==> config.mk <==
export PLATFORM = sky130hd
export DESIGN_NAME = pearson_correlation
export DESIGN_NICKNAME = d
export VERILOG_FILES = /design/src/design/pc_pkg.sv /design/src/design/pearson_correlation.sv
export SDC_FILE = /design/constraint.sdc
export NUM_CORES = 2
export LEC_CHECK = 0
export ABC_CLOCK_PERIOD_IN_PS = 10500
export BUFFER_PORTS_ARGS = -buffer_cell sky130_fd_sc_hd__buf_2
export CAP_MARGIN = 20
export CORE_AREA = 2 2 434 436
export DETAILED_ROUTE_END_ITERATION = 6
export DIE_AREA = 0 0 436 438
export HOLD_SLACK_MARGIN = 0.08
export PLACE_DENSITY = 0.64
export REMOVE_ABC_BUFFERS = 1
export SKIP_CTS_REPAIR_TIMING = 1
export SYNTH_ARGS = -nofsm -noshare
export SYNTH_HDL_FRONTEND = slang
export SYNTH_SLANG_ARGS = --single-unit
==> constraint.sdc <==
create_clock -name clk -period 10.5 [get_ports clk]
set_input_delay 1.05 -clock clk [delete_from_list [all_inputs] [get_ports clk]]
set_output_delay 1.05 -clock clk [all_outputs]
set_load 0.02 [all_outputs]
==> src/design/pc_pkg.sv <==
// Shared constants, widths and request types for the Pearson correlation block.
package pc_pkg;

  localparam int MAX_SAMPLES = 1024;
  localparam int SAMPLE_BITS = 16;
  localparam int FIELD_W     = 16;

  localparam int LOG_N     = $clog2(MAX_SAMPLES);
  localparam int CNT_W     = LOG_N + 1;
  localparam int SUM_W     = SAMPLE_BITS + LOG_N;
  localparam int SQ_W      = 2 * SAMPLE_BITS + LOG_N - 1;
  localparam int XY_W      = 2 * SAMPLE_BITS + LOG_N;
  localparam int V_W       = CNT_W + SQ_W;
  localparam int NUM_W     = V_W + 2;
  localparam int RAD_W     = 2 * V_W;
  localparam int FRAC_BITS = 15;
  localparam int Q_W       = FRAC_BITS + 1;
  localparam int STEP_W    = $clog2(V_W + 1);

  localparam logic signed [Q_W-1:0] CORR_MAX = {1'b0, {(Q_W-1){1'b1}}};
  localparam logic signed [Q_W-1:0] CORR_MIN = {1'b1, {(Q_W-1){1'b0}}};

  typedef struct packed {
    logic signed [FIELD_W-1:0] x_sample;
    logic signed [FIELD_W-1:0] y_sample;
    logic                      last;
  } sample_t;

  typedef struct packed {
    logic signed [Q_W-1:0] correlation;
    logic                  degenerate;
  } result_t;

endpackage

==> src/design/pearson_correlation.sv <==
// Pearson correlation top level: accumulators, shift-add multiplier, square root and divider.
// A pair without the last mark is accepted while the input is not stalled; pairs may follow back to back.
// A last pair stalls the input while the result is built: seven shift-add products
// (one multiplier bit per cycle), a 52-step square root and, unless the result is
// degenerate or saturates, a 15-step fraction divide before the result request.
// Synchronous active-high reset clears the sums, the count, the sequencer and result valid.
module pearson_correlation (
  input  logic             clk,
  input  logic             rst,
  input  logic             sample_valid,
  output logic             sample_stall,
  input  pc_pkg::sample_t  sample,
  output logic             result_valid,
  input  logic             result_stall,
  output pc_pkg::result_t  result
);
  import pc_pkg::*;

  localparam logic [2:0] ST_ACC      = 3'd0;
  localparam logic [2:0] ST_LOAD     = 3'd1;
  localparam logic [2:0] ST_MUL      = 3'd2;
  localparam logic [2:0] ST_STORE    = 3'd3;
  localparam logic [2:0] ST_SQRT     = 3'd4;
  localparam logic [2:0] ST_DIV_INIT = 3'd5;
  localparam logic [2:0] ST_DIV      = 3'd6;
  localparam logic [2:0] ST_OUT      = 3'd7;

  localparam logic [2:0] OP_NSXX = 3'd0;
  localparam logic [2:0] OP_SXSX = 3'd1;
  localparam logic [2:0] OP_NSYY = 3'd2;
  localparam logic [2:0] OP_SYSY = 3'd3;
  localparam logic [2:0] OP_NSXY = 3'd4;
  localparam logic [2:0] OP_SXSY = 3'd5;
  localparam logic [2:0] OP_VXVY = 3'd6;

  logic [2:0]              state;
  logic [2:0]              op;
  logic [CNT_W-1:0]        pair_count;
  logic signed [SUM_W-1:0] sum_x;
  logic signed [SUM_W-1:0] sum_y;
  logic [SQ_W-1:0]         sum_xx;
  logic [SQ_W-1:0]         sum_yy;
  logic signed [XY_W-1:0]  sum_xy;

  logic [RAD_W-1:0]        acc;
  logic [RAD_W-1:0]        mcand;
  logic [V_W-1:0]          mplier;
  logic                    prod_neg;
  logic [V_W-1:0]          vx;
  logic [V_W-1:0]          vy;
  logic signed [NUM_W-1:0] num;
  logic [V_W-1:0]          root;
  logic [V_W:0]            srem;
  logic [STEP_W-1:0]       step;
  logic [FRAC_BITS-1:0]    frac;
  result_t                 res_hold;

  logic signed [SAMPLE_BITS-1:0]   xs, ys;
  logic signed [2*SAMPLE_BITS-1:0] pxx, pyy, pxy;
  logic                            accept;
  logic [SUM_W-1:0]                abs_x, abs_y;
  logic [XY_W-1:0]                 abs_xy;
  logic [RAD_W-1:0]                ld_a;
  logic [V_W-1:0]                  ld_b;
  logic                            ld_neg;
  logic [V_W-1:0]                  prod_v;
  logic signed [NUM_W-1:0]         sp;
  logic [V_W+2:0]                  sq_cur, sq_trial;
  logic                            sq_ge;
  logic                            neg;
  logic [NUM_W-1:0]                mag;
  logic [V_W:0]                    div_r2;
  logic                            div_ge;
  logic [FRAC_BITS-1:0]            frac_next;
  logic signed [Q_W-1:0]           corr_next;

  assign sample_stall = (state != ST_ACC);
  assign accept       = sample_valid && !sample_stall;

  assign xs  = sample.x_sample[SAMPLE_BITS-1:0];
  assign ys  = sample.y_sample[SAMPLE_BITS-1:0];
  assign pxx = xs * xs;
  assign pyy = ys * ys;
  assign pxy = xs * ys;

  assign abs_x  = sum_x[SUM_W-1]  ? unsigned'(-sum_x)  : unsigned'(sum_x);
  assign abs_y  = sum_y[SUM_W-1]  ? unsigned'(-sum_y)  : unsigned'(sum_y);
  assign abs_xy = sum_xy[XY_W-1]  ? unsigned'(-sum_xy) : unsigned'(sum_xy);

  always_comb begin
    ld_a   = '0;
    ld_b   = '0;
    ld_neg = 1'b0;
    unique case (op)
      OP_NSXX: begin
        ld_a = RAD_W'(sum_xx);
        ld_b = V_W'(pair_count);
      end
      OP_SXSX: begin
        ld_a = RAD_W'(abs_x);
        ld_b = V_W'(abs_x);
      end
      OP_NSYY: begin
        ld_a = RAD_W'(sum_yy);
        ld_b = V_W'(pair_count);
      end
      OP_SYSY: begin
        ld_a = RAD_W'(abs_y);
        ld_b = V_W'(abs_y);
      end
      OP_NSXY: begin
        ld_a   = RAD_W'(abs_xy);
        ld_b   = V_W'(pair_count);
        ld_neg = sum_xy[XY_W-1];
      end
      OP_SXSY: begin
        ld_a   = RAD_W'(abs_x);
        ld_b   = V_W'(abs_y);
        ld_neg = sum_x[SUM_W-1] ^ sum_y[SUM_W-1];
      end
      OP_VXVY: begin
        ld_a = RAD_W'(vx);
        ld_b = vy;
      end
      default: begin
        ld_a   = '0;
        ld_b   = '0;
        ld_neg = 1'b0;
      end
    endcase
  end

  assign prod_v = acc[V_W-1:0];
  assign sp     = prod_neg ? -signed'({2'b00, prod_v}) : signed'({2'b00, prod_v});

  // restoring square root, two radicand bits a step
  assign sq_cur   = {srem, acc[RAD_W-1 -: 2]};
  assign sq_trial = {1'b0, root, 2'b01};
  assign sq_ge    = (sq_cur >= sq_trial);

  assign neg = num[NUM_W-1];
  assign mag = neg ? unsigned'(-num) : unsigned'(num);

  assign div_r2    = {srem[V_W-1:0], 1'b0};
  assign div_ge    = (div_r2 >= {1'b0, root});
  assign frac_next = {frac[FRAC_BITS-2:0], div_ge};
  assign corr_next = neg ? -signed'({1'b0, frac_next}) : signed'({1'b0, frac_next});

  always_ff @(posedge clk) begin
    if (rst) begin
      state        <= ST_ACC;
      op           <= OP_NSXX;
      pair_count   <= '0;
      sum_x        <= '0;
      sum_y        <= '0;
      sum_xx       <= '0;
      sum_yy       <= '0;
      sum_xy       <= '0;
      result_valid <= 1'b0;
    end else begin
      if (result_valid && !result_stall && state != ST_OUT) begin
        result_valid <= 1'b0;
      end
      unique case (state)
        ST_ACC: begin
          if (accept) begin
            if (pair_count < CNT_W'(MAX_SAMPLES)) begin
              sum_x      <= sum_x + {{(SUM_W-SAMPLE_BITS){xs[SAMPLE_BITS-1]}}, xs};
              sum_y      <= sum_y + {{(SUM_W-SAMPLE_BITS){ys[SAMPLE_BITS-1]}}, ys};
              sum_xx     <= sum_xx + {{(SQ_W-2*SAMPLE_BITS){1'b0}}, pxx};
              sum_yy     <= sum_yy + {{(SQ_W-2*SAMPLE_BITS){1'b0}}, pyy};
              sum_xy     <= sum_xy + {{(XY_W-2*SAMPLE_BITS){pxy[2*SAMPLE_BITS-1]}}, pxy};
              pair_count <= pair_count + 1'b1;
            end
            if (sample.last) begin
              op    <= OP_NSXX;
              state <= ST_LOAD;
            end
          end
        end
        ST_LOAD: begin
          acc      <= '0;
          mcand    <= ld_a;
          mplier   <= ld_b;
          prod_neg <= ld_neg;
          state    <= ST_MUL;
        end
        ST_MUL: begin
          if (mplier == '0) begin
            state <= ST_STORE;
          end else begin
            if (mplier[0]) begin
              acc <= acc + mcand;
            end
            mcand  <= mcand << 1;
            mplier <= mplier >> 1;
          end
        end
        ST_STORE: begin
          case (op)
            OP_NSXX: vx  <= prod_v;
            OP_SXSX: vx  <= vx - prod_v;
            OP_NSYY: vy  <= prod_v;
            OP_SYSY: vy  <= vy - prod_v;
            OP_NSXY: num <= sp;
            OP_SXSY: num <= num - sp;
            default: ;
          endcase
          if (op == OP_VXVY) begin
            root  <= '0;
            srem  <= '0;
            step  <= '0;
            state <= ST_SQRT;
          end else begin
            op    <= op + 1'b1;
            state <= ST_LOAD;
          end
        end
        ST_SQRT: begin
          srem <= sq_ge ? (sq_cur[V_W:0] - sq_trial[V_W:0]) : sq_cur[V_W:0];
          root <= {root[V_W-2:0], sq_ge};
          acc  <= acc << 2;
          step <= step + 1'b1;
          if (step == STEP_W'(V_W - 1)) begin
            state <= ST_DIV_INIT;
          end
        end
        ST_DIV_INIT: begin
          if (root == '0) begin
            res_hold.correlation <= '0;
            res_hold.degenerate  <= 1'b1;
            state                <= ST_OUT;
          end else if (mag >= {2'b00, root}) begin
            res_hold.correlation <= neg ? CORR_MIN : CORR_MAX;
            res_hold.degenerate  <= 1'b0;
            state                <= ST_OUT;
          end else begin
            srem  <= mag[V_W:0];
            frac  <= '0;
            step  <= '0;
            state <= ST_DIV;
          end
        end
        ST_DIV: begin
          srem <= div_ge ? (div_r2 - {1'b0, root}) : div_r2;
          frac <= frac_next;
          step <= step + 1'b1;
          if (step == STEP_W'(FRAC_BITS - 1)) begin
            res_hold.correlation <= corr_next;
            res_hold.degenerate  <= 1'b0;
            state                <= ST_OUT;
          end
        end
        ST_OUT: begin
          if (!result_valid || !result_stall) begin
            result_valid <= 1'b1;
            result       <= res_hold;
            pair_count   <= '0;
            sum_x        <= '0;
            sum_y        <= '0;
            sum_xx       <= '0;
            sum_yy       <= '0;
            sum_xy       <= '0;
            state        <= ST_ACC;
          end
        end
        default: state <= ST_ACC;
      endcase
    end
  end

endmodule

==> flow_summary.toml <==
[worst_setup_path]
end_kind = "register"
slowest_stage = "o41ai_1"
cp.arrival_ns = 9.94
path_class = "input port to register"
r2r_slack_ns = 3.47
required_ns = 11.09
reg2reg_depth = 21
reg2reg_from = "acc[11]$_DFFE_PP_"
cp_slowest_stage_delay_ns = 0.56
cp-start-kind = "input port"
timing.rr.end = "num[50]$_DFFE_PP_"
crit_fanout = 26

[routing]
routed_wl_mm = 302
vias_per_cell = 6.07
drt_iter0_markers = 7275
postRouteAntennaNets = 0
drc = 0
drt_pass1_iterations = 7
wl_per_cell_um = 23.1
vias = 79400

[hold_path]
min_path_type = "register to register"
holdCritStartpoint = "res_hold[16]$_DFFE_PP_"
holdPathStages = 0
whs_endpoint = "result[16]$_DFFE_PP_"

[floorplan]
die_area_um2 = 191000
row_count = 159
core_um2 = 187000
initial_core_util = 0.496
ios = 56
die_w_um = 436
chipHeight_um = 438

[cts]
cts_max_path_buffers = 3
clk_pin_slew_worst_paths_ns = 0.06
cts_tree = "yes"
cts_buffers = 94
root_buffer = "clkbuf_16"
htreeDepth = 3
clkSinkCount = 772
clk_latency_ns = 0.73

[job]
maxCapViolCount = 0

[yosys]
yosysUniqueCellTypes = 89
synth_area_um2 = 92600
synth_ff_type = "edfxtp_1"
ys_ff_latch = 772
synth-async-reset-ratio = 0
synth-edff-count = 578
yosysSeqAreaShare = 0.229
syn_avg_cell_area_um2 = 8.68
syn-instance-count = 10700
synth_warnings = 0

[sta]
min_period_ns = 9.35
fin_hold_ws_ns = 0.417
skew_ns = 0.0379
finalSetupViolCount = 0
post-route-period-util = 0.890
slew_headroom = 0.275
max_freq_mhz = 107
rsz0062_at_grt = "no"
worst_slew_pin_slew_ns = 1.09
slew_violations = 0
finalHoldViolCount = 0

[layout]
nNetsFinal = 12100
insertedDiodeCount = 0
drive_above_1_share = 0.0425
fillCellCount = 17700
regArea_um2 = 21200
areaGrowthSynthToFinish_pct = 6.69
design_area_um2 = 98800
multi_input_area_um2 = 65100
stdcell_count = 13100

[outcome]
outcome = "complete, no violations"

[global_routing]
grt_pass1_wl_mm = 463
grt_max_degree = 95
grt_usage = 0.308
antenna_found_initial = 2
grt_pass1_vias = 78000
grt.overflow.total = 0

[place]
dp_cells = 12900
place_congestion = 1.01
io_buffers = 55
place_hpwl_mm = 237
postPlaceCellArea_um2 = 95500
kinds of logic (layout without fill, tap and decap cells):
family / after synthesis / in the layout / share of synthesized area
buffers and inverters: 1720 / 1645 / 0.0697
AND/OR/NAND/NOR: 2973 / 2973 / 0.150
multiplexers: 47 / 47 / 0.00520
AO/OA/AOI/OAI: 2788 / 2788 / 0.197
adder cells (fa/ha/maj): 1600 / 1600 / 0.277
flip-flops: 772 / 772 / 0.229
XOR/XNOR: 760 / 760 / 0.0719
per-stage QoR:
step                       util  setup slack, ns  TNS (ns)
after CTS                 0.529             1.25         0
final                     0.529             1.15         0
after global placement    0.512            0.571         0
after global routing      0.529            0.505         0
after detailed placement  0.512            0.463         0
after floorplan               -            -4.94   -587.56
cell type report:
cell class	count	area share
multi-input cells	8168	0.659
flip-flops and latches	772	0.215
inverters	1284	0.0488
well taps	2495	0.0316
clock buffers	124	0.0268
repair buffers	186	0.0131
clock inverters	51	0.00600
sequential cells by signal (all words and copies together), names as in the netlist, 41 cells and up:
signal and flops:
num 54, sum_yy 41, mcand 104, sum_xx 41, mplier 52, root 52, vx 52, sum_xy 42
acc 104, srem 53, vy 52
synth_stat cells (all sizes together) (23+ instances only):
cell,count,share of area
inv,1273,0.052
nand2,1040,0.042
ha,854,0.12
nor2,766,0.031
fa,746,0.16
a21oi,691,0.037
o21ai,617,0.033
edfxtp,578,0.19
xnor2,527,0.050
clkbuf,408,0.017
a21o,326,0.026
and2,242,0.016
xor2,233,0.022
dfxtp,194,0.042
nand3,155,0.0084
a22oi,138,0.011
nor3,121,0.0066
nand4,120,0.0081
o21bai,111,0.0090
o31ai,107,0.0087
nand2b,95,0.0064
and3,82,0.0055
nor2b,79,0.0053
a31oi,76,0.0051
o21a,76,0.0062
nor4,72,0.0049
or3,71,0.0050
a211oi,70,0.0057
o22ai,66,0.0045
a22o,65,0.0061
a221oi,60,0.0057
o211ai,48,0.0039
o41ai,41,0.0039
mux2i,38,0.0041
or2,37,0.0025
or4,36,0.0030
a221o,34,0.0037
o221ai,29,0.0027
buf,28,0.0011
a211o,24,0.0023
a222oi,24,0.0026
nor3b,24,0.0019
a21boi,23,0.0019
metal layers:
layer | routed length [um] | GRT usage | vias up
met5 | 0 | 0 | -
li1 | - | - | 36900
met3 | 19100 | 0.0340 | 597
met1 | 127000 | 0.407 | 39000
met2 | 141000 | 0.511 | 2900
met4 | 14800 | 0.139 | 0
worst max-delay path: cells and delay by family:
kind                     cells  cell delay (ns)
AO/OA/AOI/OAI                9             2.49
XOR/XNOR                     2             0.26
adder cells (fa/ha/maj)      8             3.76
buffers and inverters        9             1.31
AND/OR/NAND/NOR              8             1.04
how the worst max path moves through the flow:
stage | depth (start not counted) | endpoint | from | slack, ns
global route | 36 | sum_xx[36]$_SDFFE_PP0P_ | sample[22] | 0.50
finish | 36 | sum_xx[36]$_SDFFE_PP0P_ | sample[22] | 1.15
CTS | 36 | sum_xx[36]$_SDFFE_PP0P_ | sample[22] | 1.25
floorplan | 9 | sum_xx[32]$_SDFFE_PP0P_ | state[0]$_SDFFE_PP0P_ | -4.94
detailed placement | 37 | sum_yy[32]$_SDFFE_PP0P_ | sample[10] | 0.46
global placement | 36 | sum_xx[36]$_SDFFE_PP0P_ | sample[22] | 0.57
layout by cell type, fill, tap and decap left out, drive strengths merged, types with 233 or more instances in the layout:
cell type     n
and2        242
inv        1275
nand2      1040
ha          854
edfxtp      578
a21o        326
xor2        233
xnor2       527
nor2        766
fa          746
a21oi       691
o21ai       617
Power is left out: the tool's default activity adds up to more than one toggle a clock period on the data nets, which glitch-free logic cannot reach.
